===== config.mk =====
export PLATFORM = sky130hd
export DESIGN_NAME = mhpq_ram
export DESIGN_NICKNAME = d
export VERILOG_FILES = /design/src/sv/mhpq_ram.sv
export SDC_FILE = /design/constraint.sdc
export NUM_CORES = 1
export LEC_CHECK = 0
export BUFFER_PORTS_ARGS = -buffer_cell sky130_fd_sc_hd__buf_4
export CAP_MARGIN = 0
export CORE_ASPECT_RATIO = 0.9
export CORE_MARGIN = 2
export CORE_UTILIZATION = 45
export CTS_CLUSTER_SIZE = 24
export DETAILED_ROUTE_END_ITERATION = 16
export SYNTH_ARGS = -nofsm -noshare
export SYNTH_HDL_FRONTEND = slang
export SYNTH_SLANG_ARGS = --single-unit

===== constraint.sdc =====
create_clock -name clk_i -period 4.1 [get_ports clk_i]
set_input_delay 0.82 -clock clk_i [delete_from_list [all_inputs] [get_ports clk_i]]
set_output_delay 0.82 -clock clk_i [all_outputs]
set_load 0.05 [all_outputs]

===== src/sv/mhpq_ram.sv =====
module mhpq_ram #(
  parameter int unsigned WIDTH = 32,
  parameter int unsigned DEPTH = 32
) (
  input  logic                                        clk_i,
  input  logic                                        we_i,
  input  logic [((DEPTH > 1) ? $clog2(DEPTH) : 1)-1:0] waddr_i,
  input  logic [WIDTH-1:0]                            wdata_i,
  input  logic [((DEPTH > 1) ? $clog2(DEPTH) : 1)-1:0] raddr_i,
  output logic [WIDTH-1:0]                            rdata_o
);

  logic [WIDTH-1:0] mem_q [DEPTH];

  always_ff @(posedge clk_i) begin
    if (we_i) begin
      mem_q[waddr_i] <= wdata_i;
    end
    rdata_o <= mem_q[raddr_i];
  end

endmodule


==> summary.md <==
| Metric | Value |
|---|---|
| Outcome | `complete, no violations` |
| Largest net degree at the start of global routing | `84` |
| Worst Max-Slew Pin Slew | `~1.1 ns` |
| Starting Density | `0.454` |
| Final period utilization | `0.581` |
| Max Fclk | `0.420 GHz` |
| Drt drc | `0` |
| Synth async-reset ratio | `0` |
| #FFs+latches synth | `roughly 1,100` |
| Req. time, crit path | `3.28 ns` |
| Yosys top cell area share | `0.760` |
| CP peak stage delay | `a little under 0.6 ns` |
| Port bufs | `75` |
| Core Area | `a little under 90,000 um2` |
| Distinct cell type count after synthesis | `25` |
| Logic pwr share | `0.056` |
| HPWL after detailed placement | `just under 60 mm` |
| Crit path kind | `flop to primary output` |
| Via density | `between 5 and 6` |
| Slew HR | `0.286` |
| Initial antenna violation count | `2` |
| Resize count post-CTS | `0` |
| Worst hold path class | `input pin to flop` |
| Hold WS | `0.553 ns` |
| Max cap viols | `0` |
| Hold_buf cts | `0` |
| Critical path buffers and inverters | `1` |
| RSZ-0062 raised after global routing | `no` |
| IO Pins | `76` |
| Final setup vio count | `0` |
| Remaining antenna violation count | `0` |
| Full die area | `about 90,000 um2` |
| Pleak | `roughly 16 nW` |
| Net Switching | `between 5 and 6 mW` |
| Die Height | `a little under 300 um` |
| Layout cells sized above 1 | `0.146` |
| Critical path, cell by cell | `buf_4` |
| Synth Warn # | `0` |
| Top delay family on crit path | `flip-flops` |
| Area contributors post-synth | `edfxtp_1 (76%), mux2i_1 (13%), a22oi_1 (1.8%), dfxtp_1 (1.6%), a22o_1 (1.4%)` |
| Final instance area | `around 47,000 um2` |
| Dominant cell type by area after synthesis | `edfxtp_1` |
| Wire per inst | `about 27 um` |
| Hold Fails Final Rpt | `0` |
| Final GP Congestion | `~0.79` |
| Peak supply drop | `approximately 0.4 mV` |
| Mean Syn Cell Area | `around 18 um2` |
| Post-Syn Area | `just over 40,000 um2` |
| Worst-Skew Late Latency | `0.68 ns` |
| Via count | `between 20,000 and 25,000` |
| Clock Path Buffers | `3` |
| Clk pwr share | `0.430` |
| Fillers | `7,034` |
| Clk_skew | `0.0313 ns` |
| P per Cell Area | `505 nW/um2` |
| Most frequent cells after synthesis | `edfxtp_1 (1,024), mux2i_1 (512), nand2_1 (98), nand3_1 (98)` |
| Fin. max-slew vios | `0` |
| Total negative slack | `0 ns` |
| Layout Nets | `~2,400` |
| H-Tree Level Count | `3` |
| Sequential Power Share | `0.514` |
| Total GRT Usage | `0.215` |
| Sequential-to-total area share from yosys stat | `0.775` |
| Minimum clock period | `roughly 2.4 ns` |
| CTS clock-pin slew for the worst setup and hold paths | `0.06 ns` |
| Drt total wl | `99.9 mm` |
| Crit path max fanout | `1` |
| First-pass GRT wire length | `145 mm` |
| DRT Pass-1 Iters | `6` |
| Post-Synthesis Cells | `around 2,300` |
| DP Area | `42,900 um2` |
| Arrival time of the worst setup path | `between 1.5 and 2 ns` |
| Critical path capture point type | `primary output` |
| Clock root buffer | `clkbuf_16` |
| Initial DRC Count | `between 2,000 and 2,500` |
| EDFF count, synth | `1,024` |
| Vias in the first global route | `20,900` |
| Cell Int Power | `18.4 mW` |
| CTS tree | `built` |
| Synthesized net count | `approximately 2,300` |
| Switching Fraction | `0.218` |
| Count leader, synth | `edfxtp_1` |
| Critical-path top delay cell | `dfxtp_1` |
| Clock sinks | `1,056` |
| CTS buffer count | `106` |
| Die W | `~320 um` |
| Startpoint types | `flop` |
| Global route total overflow | `0` |
| Post-synth top flop | `edfxtp_1` |
| Cell Rows | `~100` |
| Setup bufs post-CTS | `0` |
| Layout area overhead | `15.1%` |
[power groups by stage]
stage,clock [mW],sequential [mW],combinational [mW]
floorplan,0,12.4,0.620
global route,10.7,12.1,1.40
detailed placement,0,12.3,1.33
CTS,10.3,12.1,1.33
global placement,0,12.3,1.31
finish,10.1,12.1,1.32
[sequential cells by signal, summed over array words and instances, names as in the netlist]
signal	count
mem_q	1024
rdata_o	32
[stage by stage]
step	total power, mW	cells	worst slack (ns)	util
floorplan	13.0	2260	0.846	-
global placement	13.6	3452	1.14	0.481
detailed placement	13.6	3452	1.09	0.481
CTS	23.7	3652	1.70	0.522
global route	24.2	3653	1.69	0.522
finish	23.5	3653	1.72	0.522
[worst paths after layout]
check | endpoint | slack, ns | start | cells past startpoint
setup / recovery | rdata_o[11] | 1.72 | rdata_o[11]$_DFF_P_ | 1
hold / removal | mem_q[14][3]$_DFFE_PP_ | 0.55 | wdata_i[3] | 1
setup reg to reg | rdata_o[18]$_DFF_P_ | 2.52 | mem_q[7][18]$_DFFE_PP_ | 5
hold reg to reg | rdata_o[14]$_DFF_P_ | 0.61 | mem_q[27][14]$_DFFE_PP_ | 4
[cell usage in the layout (no fill, tap or decap), drive strengths merged, types with 34 or more instances in the layout]
cell type	n
nor2	34
edfxtp	1024
mux2i	512
clkbuf	120
nand2	98
a21oi	96
a22oi	96
buf	153
nand3	98
clkinv	54
a22o	64
[area by class of cell]
cell class,instances,area (um2),share of cell area
tap,1166,1460,0.0313
antenna,1,2.50,0.0000537
clock buffer,120,2760,0.0592
multi-input combinational,1077,8610,0.185
timing repair buffer,153,1460,0.0313
clock inverter,80,921,0.0198
sequential,1056,31400,0.674
[cell families after synthesis]
kind of cell	synth area share
buffers and inverters	0.0186
DFF	0.775
and+or+nand+nor	0.0310
AOI/OAI and AO/OA	0.0485
muxes	0.127
[layer usage]
| layer | global-route usage | part of all wire | up-vias |
|---|---|---|---|
| met5 | 0 | 0 | - |
| met4 | 0.0617 | 0.025 | 0 |
| met3 | 0.0266 | 0.048 | 142 |
| met2 | 0.350 | 0.48 | 614 |
| met1 | 0.308 | 0.45 | 11000 |
| li1 | - | - | 9266 |
(Power assumes the default switching activity.)
