## src/sv/mhpq_pkg.sv

```systemverilog
package mhpq_pkg;

  // Heap geometry
  localparam int unsigned CAPACITY = 32;
  localparam int unsigned AW       = (CAPACITY > 1) ? $clog2(CAPACITY) : 1;
  localparam int unsigned CW       = $clog2(CAPACITY + 1);

  // Payload widths
  localparam int unsigned VALUE_W  = 32;
  localparam int unsigned STATUS_W = 2;
  localparam int unsigned HELD_W   = 6;

  typedef logic signed [VALUE_W-1:0] value_t;

  // Action codes
  localparam logic ACT_INSERT = 1'b0;
  localparam logic ACT_REMOVE = 1'b1;

  typedef enum logic [STATUS_W-1:0] {
    ST_OK    = 2'd0,
    ST_FULL  = 2'd1,
    ST_EMPTY = 2'd2
  } status_e;

endpackage

```

## src/sv/mhpq_cmp.sv

```systemverilog
// Shared signed (two's complement) compare used by every sift step.
module mhpq_cmp import mhpq_pkg::*; (
  input  value_t a_i,
  input  value_t b_i,
  output logic   gt_o
);

  assign gt_o = (a_i > b_i);

endmodule

```

## config.mk

```make
export PLATFORM = sky130hd
export DESIGN_NAME = mhpq_cmp
export DESIGN_NICKNAME = d
export VERILOG_FILES = /design/src/sv/mhpq_pkg.sv /design/src/sv/mhpq_cmp.sv
export SDC_FILE = /design/constraint.sdc
export NUM_CORES = 1
export LEC_CHECK = 0
export ABC_AREA = 1
export BUFFER_PORTS_ARGS = -buffer_cell sky130_fd_sc_hd__buf_2
export CELL_PAD_IN_SITES_DETAIL_PLACEMENT = 1
export CELL_PAD_IN_SITES_GLOBAL_PLACEMENT = 2
export CORE_MARGIN = 2
export CORE_UTILIZATION = 20
export DETAILED_ROUTE_END_ITERATION = 6
export PLACE_DENSITY = 0.91
export RECOVER_POWER = 50
export SETUP_SLACK_MARGIN = 0.1
export SYNTH_ARGS = -nofsm -noshare
export SYNTH_HDL_FRONTEND = slang
export SYNTH_SLANG_ARGS = --single-unit
```

## constraint.sdc

```tcl
create_clock -name vclk -period 1.6
set_input_delay 0.24 -clock vclk [all_inputs]
set_output_delay 0.24 -clock vclk [all_outputs]
set_load 0.02 [all_outputs]
```

==> flow_metrics.env, run 1 <==
export IMPL_dpl_hpwl_mm=2.35
export IMPL_seq_cell_count=0
export IMPL_start_kind="input port"
export IMPL_syn_avg_cell_area_um2=6.07
export IMPL_max_freq_ghz=0.580
export IMPL_synth_top_area_share=0.446
export IMPL_dp_slack_ps=-222
export IMPL_vias=1134
export IMPL_timing_critical_path_buf_inv=4
export IMPL_setup_viol=1
export IMPL_overflow=0
export IMPL_drtIter0Drc=10
export IMPL_clock_buffers=0
export IMPL_post_route_util=0.398
export IMPL_track_usage=0.106
export IMPL_finalWirelength_mm=2.62
export IMPL_layout_setup_ws_ps=-125
export IMPL_die_height_um=71.0
export IMPL_grt_setup_unrepaired="yes"
export IMPL_nets=314
export IMPL_cellPowerDensity_nw_per_um2=258
export IMPL_num_antenna_cells=0
export IMPL_die_w_um=71.0
export IMPL_layout_drive_gt1_share=0.620
export IMPL_ios=65
export IMPL_drv_cap=0
export IMPL_final_common_cell="buf_2"
export IMPL_vias_per_cell=4.23
export IMPL_synth_nets=244
export IMPL_ir_drop_uv=75.3
export IMPL_hp_class="in -> out"
export IMPL_dieArea_um2=5040
export IMPL_ys_warnings_count=0
export IMPL_ys_types=16
export IMPL_status="finished, violations left"
export IMPL_relSlewSlack=0.909
export IMPL_crit_type="in -> out"
export IMPL_start_util=0.206
export IMPL_syn_to_final_growth_pct=93.0
export IMPL_gp_congestion=0.698
export IMPL_switchingPower_w=0.000205
export IMPL_tightestPinTransition_ps=135
export IMPL_drt_pass1_iterations=2
export IMPL_period_share=1.08
export IMPL_period_needed_ps=1720
export IMPL_final_cell_mix="51 x buf_2, 29 x nand2_1, 24 x inv_1"
export IMPL_grt_pass1_wl_mm=4.61
export IMPL_cp_cell_sequence="buf_2, inv_1, ha_4, nand2_2, nor2_4, nand2_1, clkinv_1, nand2_1, nand2_1, nand2_1, nand2_2, nand2_2, nand2_2, nor2_4, buf_6"
export IMPL_end_kind="output pin"
export IMPL_finalHoldViolCount=0
export IMPL_ys_seq_area_frac=0
export IMPL_antenna_left=0
export IMPL_p_comb_frac=1.000
export IMPL_seq_area_um2=0
export IMPL_io_buffers=65
export IMPL_maxSlewViolCount=0
export IMPL_clkPwrFrac=0
export IMPL_setup_tns_final_ps=-125
export IMPL_hold_buffers=0
export IMPL_grt_max_degree=4
export IMPL_sequentialPowerShare=0
export IMPL_cp_slowest_stage_delay_ps=280
export IMPL_synthTopCellsByArea="ha_1 45%, inv_1 16%, nand2_1 16%"
export IMPL_sw_frac_of_total=0.459
export IMPL_leakage_nw=0.915
export IMPL_arrival_ps=1480
export IMPL_grt_antenna_before_repair=0
export IMPL_cpMaxStageDelayCell="ha_4"
export IMPL_core_area_um2=4350
export IMPL_rows=24
export IMPL_drcViolationCount=0
export IMPL_p_int_w=0.000242
export IMPL_syn_area_um2=898
export IMPL_synthCells=148
export IMPL_cp_max_fo=2
export IMPL_required_ps=1360
export IMPL_wl_per_cell_um=9.76
export IMPL_failed_checks="negative setup slack"
export IMPL_cp_top_family="simple AND/OR/NAND/NOR gates"
export IMPL_synth_top_cell_by_area="ha_1"
export IMPL_grt_pass1_vias=1226
-- final timing paths --
| check | startpoint | end | slack, ps | depth (start not counted) |
|---|---|---|---|---|
| worst max-delay path | b_i[15] | gt_o | -120 | 15 |
| worst min-delay path | a_i[31] | gt_o | 1080 | 7 |
-- metrics by stage --
step | instance area (um^2) | hold slack [ps] | power [W] | std cells
6_report | 1730 | 1080 | 0.000447 | 268
2_1_floorplan | 1090 | 870 | 0.000208 | 148
5_1_grt | 1730 | 1110 | 0.000510 | 268
3_3_place_gp | 1490 | 1130 | 0.000343 | 267
3_5_place_dp | 1490 | 1140 | 0.000356 | 267
4_1_cts | 1720 | 1090 | 0.000447 | 268
-- kinds of logic (layout without fill, tap and decap cells) --
group	count (synthesis)	in the layout	share of synthesized area
adder cells (fa/ha/maj)	32	32	0.446
buffers and inverters	41	109	0.171
AND/OR/NAND/NOR	58	58	0.273
AO/OA/AOI/OAI	17	17	0.110
-- final cells by class --
class / count / area, um^2
multi-input combinational: 107 / 1070
timing repair buffer: 68 / 432
inverter: 41 / 164
tap: 52 / 65.1
fill: 562 / 2620
-- Yosys cell counts (all sizes together) --
master and n:
ha 32, clkinv 1, o21ai 2, a21o 1, nand3 2, nand2 40
nand4 2, nor2 14, a21oi 13, inv 40, o21a 1
-- timing repair --
action	CTS	global route
resized for setup	44	4
endpoints found under the setup margin	1	1
setup buffers	1	0
pin swaps	38	5
-- metal layers --
layer  share of wire  GRT usage
met1            0.35      0.103
met2            0.59      0.245
met3           0.063    0.00855
met4               0          0
met5               0          0
-- power groups by stage --
stage / sequential [W] / combinational, W / clock, W
floorplan: 0 / 0.000208 / 0
CTS: 0 / 0.000447 / 0
finish: 0 / 0.000447 / 0
global placement: 0 / 0.000343 / 0
global route: 0 / 0.000510 / 0
detailed placement: 0 / 0.000356 / 0
-- tightest hold or removal path, cell delays in order --
cell	delay (ps)
buf_2	100
ha_4	130
inv_1	60
nand2_2	70
nand2_2	50
nor2_4	80
buf_6	110
No activity file was read; power rests on OpenSTA's default activity.
==> run 2: changes to the inputs <==
- GPL_TIMING_DRIVEN: default -> 0
==> flow_metrics.env, run 2 (synthesized netlist as in run 1, its figures left out) <==
export IMPL_crit_type="in -> out"
export IMPL_timing_critical_path_buf_inv=3
export IMPL_period_share=1.06
export IMPL_multi_input_area_um2=1030
export IMPL_rows=24
export IMPL_gp_congestion=0.677
export IMPL_ios=65
export IMPL_crit_top_cell="nand2_2"
export IMPL_grt_setup_unrepaired="yes"
export IMPL_grt_max_degree=4
export IMPL_leakage_nw=0.897
export IMPL_core_area_um2=4350
export IMPL_fin_area_um2=1630
export IMPL_fill_cells=544
export IMPL_cp_cell_sequence="buf_6, inv_4, ha_4, a21oi_2, nor2_1, nor2_2, nand3_2, a21oi_2, nand2_2, nand2_2, nand2_2, nor2_4, buf_6"
export IMPL_start_kind="input port"
export IMPL_num_antenna_cells=0
export IMPL_hold_start="a_i[31]"
export IMPL_layout_setup_ws_ps=-95.0
export IMPL_tightestPinTransition_ps=139
export IMPL_cpMaxStageDelayCell="ha_4"
export IMPL_die_height_um=71.0
export IMPL_vias_per_cell=4.15
export IMPL_antenna_left=0
export IMPL_seq_cell_count=0
export IMPL_maxSlewViolCount=0
export IMPL_worstSetupPathDepth=13
export IMPL_arrival_ps=1450
export IMPL_cp_max_fo=2
export IMPL_dieArea_um2=5040
export IMPL_grt_antenna_before_repair=0
export IMPL_hp_class="in -> out"
export IMPL_max_freq_ghz=0.590
export IMPL_required_ps=1360
export IMPL_wl_per_cell_um=9.01
export IMPL_placed_cells_incl_taps=265
export IMPL_drv_cap=0
export IMPL_die_w_um=71.0
export IMPL_nets=312
export IMPL_end_kind="output pin"
export IMPL_post_route_util=0.374
export IMPL_period_needed_ps=1690
export IMPL_topRoutingLayerUsed="met3"
export IMPL_layout_drive_gt1_share=0.579
export IMPL_drtIter0Drc=7
export IMPL_start_util=0.206
export IMPL_cp_slowest_stage_delay_ps=210
export IMPL_drcViolationCount=0
export IMPL_placed_cell_area_um2=1480
export IMPL_grt_pass1_vias=1123
export IMPL_seq_area_um2=0
export IMPL_track_usage=0.102
export IMPL_clock_buffers=0
export IMPL_failed_checks="negative setup slack"
export IMPL_final_common_cell="buf_2"
export IMPL_relSlewSlack=0.907
export IMPL_m1WireLength_um=903
export IMPL_setup_viol=1
export IMPL_overflow=0
export IMPL_io_buffers=65
export IMPL_cellPowerDensity_nw_per_um2=253
export IMPL_hold_buffers=0
export IMPL_cp_startpoint="b_i[21]"
export IMPL_grt_pass1_wl_mm=4.39
export IMPL_met3_length_um=138
export IMPL_drt_pass1_iterations=2
export IMPL_final_cell_mix="59 x buf_2, 31 x nand2_1, 26 x inv_1"
export IMPL_finalHoldViolCount=0
export IMPL_dp_slack_ps=-268
export IMPL_wl_met2_mm=1.36
export IMPL_vias=1105
export IMPL_dpl_hpwl_mm=2.32
export IMPL_finalWirelength_mm=2.40
export IMPL_min_delay_path_depth=7
export IMPL_instances_no_fill=266
export IMPL_syn_to_final_growth_pct=81.1
export IMPL_ir_drop_uv=95.7
export IMPL_status="finished, violations left"
export IMPL_holdWs_ps=1080
export IMPL_cp_top_family="simple AND/OR/NAND/NOR gates"
run 2: cell count changes in the layout (fill, tap and decap cells not counted), sizes merged:
cell  previous run  this run
buf             68        66
run 2: final timing paths:
path	endpoint	slack, ps
worst min-delay path	gt_o	1080
worst max-delay path	gt_o	-90
run 2: final cells by class:
type	instances	share of cell area
inverters	41	0.101
repair buffers	66	0.228
multi-input cells	107	0.632
well taps	52	0.0400
run 2: power breakdown:
| part | leakage (nW) | internal, W | switching (W) | total (W) |
|---|---|---|---|---|
| clock | 0 | 0 | 0 | 0 |
| combinational | 0.897 | 0.000217 | 0.000194 | 0.000411 |
| sequential | 0 | 0 | 0 | 0 |
run 2: repair_timing:
| action | CTS | global route |
|---|---|---|
| endpoints found under the setup margin | 1 | 1 |
| resized for setup | 29 | 3 |
| buffers inserted | 1 | 0 |
| pin swaps | 24 | 3 |
| gates cloned | 0 | 0 |
run 2: per-stage QoR:
step                      setup TNS [ps]  power, W
final                              -95.0  0.000411
after global routing                -227  0.000472
after CTS                           -134  0.000417
after detailed placement            -268  0.000352
after floorplan                        0  0.000208
after global placement              -227  0.000337
run 2: per-layer routing:
layer  GRT usage  vias to the layer above
li1            -                      592
met2       0.217                       31
met3     0.00427                        0
met4           0                        0
met1       0.116                      482
met5           0                        -
run 2: tightest hold or removal path, delay by kind of cell:
kind | cells | cell delay [ps]
buffers and inverters | 3 | 280
AND/OR/NAND/NOR | 3 | 180
adder cells (fa/ha/maj) | 1 | 140
